[config.mk]
export PLATFORM = sky130hd
export DESIGN_NAME = modular_exponentiation_64_unit
export DESIGN_NICKNAME = d
export VERILOG_FILES = /design/src/mexp_pkg.sv /design/src/mexp_reduce.sv /design/src/mexp_mulmod.sv /design/src/modular_exponentiation_64_unit.sv
export SDC_FILE = /design/constraint.sdc
export NUM_CORES = 2
export LEC_CHECK = 0
export BUFFER_PORTS_ARGS = -buffer_cell sky130_fd_sc_hd__buf_4
export CAP_MARGIN = 20
export CORE_MARGIN = 2
export CORE_UTILIZATION = 60
export CTS_CLUSTER_SIZE = 40
export DETAILED_ROUTE_END_ITERATION = 10
export PLACE_DENSITY_LB_ADDON = 0.3
export SKIP_CTS_REPAIR_TIMING = 1
export SLEW_MARGIN = 15
export SYNTH_ARGS = -nofsm -noshare
export SYNTH_HDL_FRONTEND = slang
export SYNTH_SLANG_ARGS = --single-unit
[constraint.sdc]
create_clock -name clk_i -period 28.6 [get_ports clk_i]
set_clock_uncertainty 0.1 [all_clocks]
set_input_delay 7.15 -clock clk_i [delete_from_list [all_inputs] [get_ports clk_i]]
set_output_delay 7.15 -clock clk_i [all_outputs]
set_load 0.05 [all_outputs]
[src/mexp_pkg.sv]
`default_nettype none
package mexp_pkg;

  localparam int unsigned WORD_BITS = 64;
  localparam int unsigned CNT_W     = $clog2(WORD_BITS);

  typedef logic [WORD_BITS-1:0] word_t;
  typedef logic [CNT_W-1:0]     cnt_t;

  typedef struct packed {
    logic load;
    logic step;
  } seq_ctrl_t;

  localparam cnt_t LAST_STEP = CNT_W'(WORD_BITS - 1);

endpackage
`default_nettype wire

[src/mexp_reduce.sv]
`default_nettype none
module mexp_reduce (
  input  wire                      clk_i,
  input  wire mexp_pkg::seq_ctrl_t ctrl_i,
  input  wire mexp_pkg::word_t     dividend_i,
  input  wire mexp_pkg::word_t     modulus_i,
  output mexp_pkg::word_t          rem_o
);

  mexp_pkg::word_t rem_q, rem_d;
  mexp_pkg::word_t div_q, div_d;
  logic [mexp_pkg::WORD_BITS:0] trial;
  logic [mexp_pkg::WORD_BITS:0] trial_sub;

  // restoring division, one dividend bit per cycle while step is asserted, msb first
  always_comb begin
    trial     = {rem_q, div_q[mexp_pkg::WORD_BITS-1]};
    trial_sub = trial - {1'b0, modulus_i};
    rem_d     = rem_q;
    div_d     = div_q;
    if (ctrl_i.load) begin
      rem_d = '0;
      div_d = dividend_i;
    end else if (ctrl_i.step) begin
      rem_d = (trial >= {1'b0, modulus_i}) ? trial_sub[mexp_pkg::WORD_BITS-1:0]
                                           : trial[mexp_pkg::WORD_BITS-1:0];
      div_d = {div_q[mexp_pkg::WORD_BITS-2:0], 1'b0};
    end
  end

  always_ff @(posedge clk_i) begin
    rem_q <= rem_d;
    div_q <= div_d;
  end

  assign rem_o = rem_q;

endmodule
`default_nettype wire

[src/mexp_mulmod.sv]
`default_nettype none
module mexp_mulmod (
  input  wire                      clk_i,
  input  wire mexp_pkg::seq_ctrl_t ctrl_i,
  input  wire mexp_pkg::word_t     x_i,
  input  wire mexp_pkg::word_t     y_i,
  input  wire mexp_pkg::word_t     modulus_i,
  output mexp_pkg::word_t          prod_o
);

  mexp_pkg::word_t acc_q, acc_d;
  mexp_pkg::word_t x_q, x_d;
  mexp_pkg::word_t y_q, y_d;
  logic [mexp_pkg::WORD_BITS:0] sum;
  logic [mexp_pkg::WORD_BITS:0] sum_sub;
  logic [mexp_pkg::WORD_BITS:0] dbl;
  logic [mexp_pkg::WORD_BITS:0] dbl_sub;
  logic [mexp_pkg::WORD_BITS:0] mod_ext;

  // acc and x both stay below the modulus, so one subtract keeps them reduced
  always_comb begin
    mod_ext = {1'b0, modulus_i};
    sum     = {1'b0, acc_q} + {1'b0, x_q};
    sum_sub = sum - mod_ext;
    dbl     = {x_q, 1'b0};
    dbl_sub = dbl - mod_ext;
    acc_d   = acc_q;
    x_d     = x_q;
    y_d     = y_q;
    if (ctrl_i.load) begin
      acc_d = '0;
      x_d   = x_i;
      y_d   = y_i;
    end else if (ctrl_i.step) begin
      if (y_q[0]) begin
        acc_d = (sum >= mod_ext) ? sum_sub[mexp_pkg::WORD_BITS-1:0]
                                 : sum[mexp_pkg::WORD_BITS-1:0];
      end
      x_d = (dbl >= mod_ext) ? dbl_sub[mexp_pkg::WORD_BITS-1:0]
                             : dbl[mexp_pkg::WORD_BITS-1:0];
      y_d = {1'b0, y_q[mexp_pkg::WORD_BITS-1:1]};
    end
  end

  always_ff @(posedge clk_i) begin
    acc_q <= acc_d;
    x_q   <= x_d;
    y_q   <= y_d;
  end

  assign prod_o = acc_q;

endmodule
`default_nettype wire

[src/modular_exponentiation_64_unit.sv]
// sequence: input beat, 64 reduction steps, base set, then per exponent bit over all 64 bits
//   a load, a multiply pass and an end step; bounded by the bit-serial multipliers
// modulus 0 or 1 skips reduction and multiplication and goes from the input beat straight to finish
// throughput: one item at a time; a new beat is taken while a result waits
// reset: asynchronous active low, clears control and valid flags only
`default_nettype none
module modular_exponentiation_64_unit (
  input  wire         clk_i,
  input  wire         rst_ni,
  input  wire         in_valid_i,
  output logic        in_stall_o,
  input  wire  [63:0] base_value_i,
  input  wire  [63:0] exponent_i,
  input  wire  [63:0] modulus_i,
  output logic        out_valid_o,
  input  wire         out_stall_i,
  output logic [63:0] power_mod_o,
  output logic        zero_modulus_o
);

  localparam logic [2:0] ST_IDLE   = 3'd0;
  localparam logic [2:0] ST_REDUCE = 3'd1;
  localparam logic [2:0] ST_SETB   = 3'd2;
  localparam logic [2:0] ST_MLOAD  = 3'd3;
  localparam logic [2:0] ST_MUL    = 3'd4;
  localparam logic [2:0] ST_MEND   = 3'd5;
  localparam logic [2:0] ST_FIN    = 3'd6;

  logic [2:0]      state_q, state_d;
  mexp_pkg::cnt_t  cnt_q, cnt_d;
  mexp_pkg::cnt_t  exp_cnt_q, exp_cnt_d;
  logic            out_valid_q, out_valid_d;

  mexp_pkg::word_t m_q, e_q, r_q, b_q;
  logic            zm_q;
  logic [63:0]     power_mod_q;
  logic            zero_modulus_q;

  mexp_pkg::word_t   in_base, in_exp, in_mod;
  mexp_pkg::word_t   red_rem, prod_rb, prod_bb;
  mexp_pkg::seq_ctrl_t red_ctrl, mul_ctrl;
  logic in_beat, out_free, trivial;

  assign in_base = base_value_i[mexp_pkg::WORD_BITS-1:0];
  assign in_exp  = exponent_i[mexp_pkg::WORD_BITS-1:0];
  assign in_mod  = modulus_i[mexp_pkg::WORD_BITS-1:0];

  assign in_stall_o = (state_q != ST_IDLE);
  assign in_beat    = in_valid_i && !in_stall_o;
  assign out_free   = !out_valid_q || !out_stall_i;
  assign trivial    = (in_mod <= mexp_pkg::word_t'(1));

  mexp_reduce u_reduce (
    .clk_i      (clk_i),
    .ctrl_i     (red_ctrl),
    .dividend_i (in_base),
    .modulus_i  (m_q),
    .rem_o      (red_rem)
  );

  // running result times base power
  mexp_mulmod u_mul_rb (
    .clk_i     (clk_i),
    .ctrl_i    (mul_ctrl),
    .x_i       (r_q),
    .y_i       (b_q),
    .modulus_i (m_q),
    .prod_o    (prod_rb)
  );

  // base power squared
  mexp_mulmod u_mul_bb (
    .clk_i     (clk_i),
    .ctrl_i    (mul_ctrl),
    .x_i       (b_q),
    .y_i       (b_q),
    .modulus_i (m_q),
    .prod_o    (prod_bb)
  );

  always_comb begin
    state_d       = state_q;
    cnt_d         = cnt_q;
    exp_cnt_d     = exp_cnt_q;
    out_valid_d   = out_valid_q;
    red_ctrl      = '0;
    mul_ctrl      = '0;
    if (out_valid_q && !out_stall_i) begin
      out_valid_d = 1'b0;
    end
    unique case (state_q)
      ST_IDLE: begin
        if (in_beat) begin
          cnt_d     = '0;
          exp_cnt_d = '0;
          if (trivial) begin
            state_d = ST_FIN;
          end else begin
            red_ctrl.load = 1'b1;
            state_d       = ST_REDUCE;
          end
        end
      end
      ST_REDUCE: begin
        red_ctrl.step = 1'b1;
        cnt_d         = cnt_q + 1'b1;
        if (cnt_q == mexp_pkg::LAST_STEP) begin
          state_d = ST_SETB;
        end
      end
      ST_SETB: begin
        state_d = ST_MLOAD;
      end
      ST_MLOAD: begin
        mul_ctrl.load = 1'b1;
        cnt_d         = '0;
        state_d       = ST_MUL;
      end
      ST_MUL: begin
        mul_ctrl.step = 1'b1;
        cnt_d         = cnt_q + 1'b1;
        if (cnt_q == mexp_pkg::LAST_STEP) begin
          state_d = ST_MEND;
        end
      end
      ST_MEND: begin
        exp_cnt_d = exp_cnt_q + 1'b1;
        state_d   = (exp_cnt_q == mexp_pkg::LAST_STEP) ? ST_FIN : ST_MLOAD;
      end
      ST_FIN: begin
        if (out_free) begin
          out_valid_d = 1'b1;
          state_d     = ST_IDLE;
        end
      end
      default: begin
        state_d = ST_IDLE;
      end
    endcase
  end

  always_ff @(posedge clk_i or negedge rst_ni) begin
    if (!rst_ni) begin
      state_q     <= ST_IDLE;
      cnt_q       <= '0;
      exp_cnt_q   <= '0;
      out_valid_q <= 1'b0;
    end else begin
      state_q     <= state_d;
      cnt_q       <= cnt_d;
      exp_cnt_q   <= exp_cnt_d;
      out_valid_q <= out_valid_d;
    end
  end

  always_ff @(posedge clk_i) begin
    if (state_q == ST_IDLE && in_beat) begin
      m_q  <= in_mod;
      e_q  <= in_exp;
      zm_q <= (in_mod == '0);
      r_q  <= trivial ? '0 : mexp_pkg::word_t'(1);
    end
    if (state_q == ST_SETB) begin
      b_q <= red_rem;
    end
    if (state_q == ST_MEND) begin
      if (e_q[0]) begin
        r_q <= prod_rb;
      end
      b_q <= prod_bb;
      e_q <= {1'b0, e_q[mexp_pkg::WORD_BITS-1:1]};
    end
    if (state_q == ST_FIN && out_free) begin
      power_mod_q    <= 64'(r_q);
      zero_modulus_q <= zm_q;
    end
  end

  assign out_valid_o    = out_valid_q;
  assign power_mod_o    = power_mod_q;
  assign zero_modulus_o = zero_modulus_q;

endmodule
`default_nettype wire
==> out/metrics.cfg <==
[outcome]
status=finished, final reports clean

[routing]
drt-total-wl_mm=187.0
route.detailed.vias_per_inst=6.498
first_pass_detailed_route_iteration_total=8
count_of_routing_violations_after_the_opening_detailed_route_iteration=6076
routed_len_inst_um=22.51
post_route_ant_nets=0
dr_total_vias=53970
drc=0

[critical_path]
crit_slowest_cell=sky130_fd_sc_hd__nor4_2
critical-path-top-cell-by-count=sky130_fd_sc_hd__buf_4
crit_required_ns=29.09
worstSetupEndpointType=flop
setup.worst_path.start_class=primary input
critical_path.max_stage_delay_ns=0.88
cp_cell_sequence=buf_4, nor4_2, nand4_1, nor2_1, a21oi_4, buf_4, nor2_4, buf_4, a22oi_1, o21ai_0
crit_type=in2reg
worst-endpoint-arrival_ns=11.12
worst-path-max-fanout=70

[timing]
worst_pin_slew_ns=1.079
min_period_ns=10.63
unrepaired_setup_endpoints_after_global_routing=false
report.final.setup_viol=0
slew_violations=0
achievable-frequency_ghz=0.09408
post-route-period-util_pct=37.16
setup_total_negative_slack_ns=0
finalHoldViolCount=0
timing.max_slew.rel_slack_pct=28.05

[floorplan]
initial_core_util_pct=60.57
io-pin-count=263
die_width_um=316.7
fp.coreArea_um2=96850
std_cell_rows=114
die_area_um2=100300
dieHeight_um=316.7

[logic_synthesis]
ys_seq_elements=786
largest_area_contributor_in_the_netlist=sky130_fd_sc_hd__edfxtp_1
synth_edf_count=513
mappedNetlistArea_um2=58660
synthFlopType=sky130_fd_sc_hd__edfxtp_1
synthDistinctLibCells=113
synth_sequential_area_ratio_pct=35.71
synthArstFlopShare_pct=2.036
synthesis.yosys.warnings=0
avgSynthCellArea_um2=8.435
synth.top_cells.by_area=sky130_fd_sc_hd__edfxtp_1 26%, sky130_fd_sc_hd__ha_1 9.6%, sky130_fd_sc_hd__dfxtp_1 8.8%
synth.top_cell.area_share_pct=26.26
synth_fp_nets=7608
synthesized_instance_count=6955

[grt]
grt_antenna_before_repair=8
grt_util_all_layers_pct=36.11
grt.overflow.total=0
maximum_number_of_pins_on_one_net_before_global_route_repair=202
grt_pass1_wl_mm=282.7
grt_pass1_vias=49570

[placement]
gp_routability_congestion=1.005
buffer_ports.inserted=262
hpwl_mm=143.2
placed_area_um2=61030

[hold_path]
type_of_the_worst_min_delay_path=reg2reg

[layout]
finalCoreUtilization_pct=65.98
fraction_of_final_layout_cells_sized_beyond_drive_strength_1_pct=8.681
count_of_fill_cells_added_during_filler_insertion=8060
nNetsFinal=7607
layout-area-overhead-vs-synth_pct=8.930
finalInstanceArea_um2=63900

[clock_network]
clock_tree.root_cell=sky130_fd_sc_hd__clkbuf_16
clk_latency_ns=0.69
tritoncts_clock_tree=built
clock_path_buffers=3
numClockSinks=786
cts_buffers=87
htreeDepth=3
cts.reportedPaths.clkPinSlew_ns=0.06

[run]
max_cap_viol_count=0

worst paths after layout:
path	cells after the start	endpoint	startpoint	slack, ns
max	10	u_reduce.rem_o[56]	modulus_i[10]	17.97
min	0	power_mod_o[1]	r_q[1]	0.36
max reg2reg	23	u_mul_bb.prod_o[54]	u_mul_bb.x_q[0]	20.31
min reg2reg	0	power_mod_o[1]	r_q[1]	0.36
max in group asynchronous	1	cnt_q[2]	rst_ni	21.97
min in group asynchronous	1	exp_cnt_q[0]	rst_ni	6.22
layout make-up:
class | instances | area (um^2) | area share, %
multi-input combinational | 5606 | 35570 | 55.67
sequential | 786 | 20950 | 32.79
antenna | 3 | 7.507 | 0.01175
timing repair buffer | 299 | 2275 | 3.560
tap | 1276 | 1597 | 2.498
inverter | 174 | 654.4 | 1.024
clock buffer | 114 | 2359 | 3.691
clock inverter | 48 | 488.0 | 0.7636
worst max-delay path, delay by kind of cell:
| kind | cells | cell delay (ns) |
|---|---|---|
| buf+inv | 3 | 1.07 |
| compound gates | 3 | 0.52 |
| simple gates | 4 | 2.22 |
logic make-up (layout without fill, tap and decap cells):
group / count (synthesis) / count (layout) / share of synthesized area, %
xor+xnor: 401 / 401 / 5.987
simple gates: 2365 / 2365 / 17.74
mux: 145 / 145 / 2.623
fa+ha+maj: 457 / 457 / 9.837
buf+inv: 563 / 635 / 3.924
compound gates: 2238 / 2238 / 24.18
other cells: 0 / 3 / 0
flops: 786 / 786 / 35.71
flip-flops by register name (all words and copies together), names as in the netlist:
| register | flops |
|---|---|
| zm_q | 1 |
| u_mul_bb.x_q | 64 |
| out_valid_o | 1 |
| u_mul_rb.y_q | 62 |
| e_q | 64 |
| m_q | 64 |
| state_q | 3 |
| u_mul_rb.prod_o | 64 |
| u_reduce.rem_o | 64 |
| u_mul_bb.y_q | 2 |
| cnt_q | 6 |
| exp_cnt_q | 6 |
| u_mul_bb.prod_o | 64 |
| b_q | 64 |
| u_reduce.div_q | 64 |
| u_mul_rb.x_q | 64 |
| power_mod_o | 64 |
| zero_modulus_o | 1 |
| r_q | 64 |
cell usage after synthesis (all sizes together), types with 13 or more instances:
master / n
a311oi: 31
a21o: 265
ha: 450
xnor2: 236
o31ai: 29
a31oi: 104
o221ai: 16
dfxtp: 257
xor2: 165
o211ai: 53
and4: 25
buf: 87
clkbuf: 302
o21ai: 542
nand2: 1259
a221o: 13
and2: 38
a211oi: 46
edfxtp: 513
a221oi: 17
o21a: 57
nor2b: 54
a22o: 71
and3: 48
nand4: 132
a2111oi: 14
a21oi: 719
mux2: 70
or2: 13
o31a: 15
o41ai: 15
nor2: 434
a21boi: 21
nand3: 134
or3: 29
inv: 174
o21bai: 87
a41oi: 14
nand2b: 42
nor3: 94
dfrtp: 16
a31o: 14
mux2i: 75
nor4: 40
cells in the final DEF (no fill, tap or decap), types with 18 or more instances in the layout:
cell type / synthesis / routed
sky130_fd_sc_hd__buf_4: 15 / 296
sky130_fd_sc_hd__mux2_2: 70 / 70
sky130_fd_sc_hd__o21ai_0: 492 / 490
sky130_fd_sc_hd__nand4_1: 131 / 131
sky130_fd_sc_hd__a22o_1: 71 / 71
sky130_fd_sc_hd__inv_1: 172 / 169
sky130_fd_sc_hd__xor2_1: 165 / 165
sky130_fd_sc_hd__edfxtp_1: 513 / 513
sky130_fd_sc_hd__or3_1: 29 / 29
sky130_fd_sc_hd__clkbuf_1: 296 / 19
sky130_fd_sc_hd__xnor2_1: 236 / 236
sky130_fd_sc_hd__nor2b_1: 54 / 54
sky130_fd_sc_hd__and4_1: 25 / 25
sky130_fd_sc_hd__nand2b_1: 42 / 42
sky130_fd_sc_hd__a211oi_1: 40 / 40
sky130_fd_sc_hd__o31ai_1: 26 / 26
sky130_fd_sc_hd__and3_1: 48 / 45
sky130_fd_sc_hd__o21ai_1: 45 / 44
sky130_fd_sc_hd__mux2i_1: 75 / 75
sky130_fd_sc_hd__clkbuf_16: 0 / 87
sky130_fd_sc_hd__a31oi_1: 102 / 102
sky130_fd_sc_hd__nor4_1: 39 / 36
sky130_fd_sc_hd__nand2_1: 1258 / 1257
sky130_fd_sc_hd__o21a_1: 57 / 57
sky130_fd_sc_hd__a21o_1: 265 / 265
sky130_fd_sc_hd__and2_1: 37 / 37
sky130_fd_sc_hd__nor3_1: 94 / 94
sky130_fd_sc_hd__clkinv_2: 0 / 18
sky130_fd_sc_hd__nor2_1: 432 / 429
sky130_fd_sc_hd__a311oi_1: 30 / 30
sky130_fd_sc_hd__o21bai_1: 85 / 85
sky130_fd_sc_hd__nand3_1: 134 / 132
sky130_fd_sc_hd__o211ai_1: 50 / 50
sky130_fd_sc_hd__a21oi_1: 714 / 712
sky130_fd_sc_hd__ha_1: 450 / 450
sky130_fd_sc_hd__dfxtp_1: 257 / 257
stage by stage:
step,hold slack [ns],setup WS (ns),std cells
floorplan,0.3003,13.12,6955
global placement,0.3469,17.53,8140
detailed placement,0.3462,17.47,8140
CTS,0.3624,18.12,8302
global route,0.3765,18.05,8303
finish,0.3635,17.97,8306
metal layers:
metal / routed length (um) / part of all wire [%] / GRT usage [%] / vias to the layer above
met2: 80500 / 43 / 54.82 / 2534
met3: 17430 / 9.3 / 5.441 / 384
met1: 80560 / 43 / 51.18 / 25560
met4: 8495 / 4.5 / 15.64 / 2
li1: - / - / - / 25500
met5: 11 / 0.0059 / 0 / -
Power is left out: the tool's default activity adds up to more than one toggle a clock period on the data nets, which glitch-free logic cannot reach.
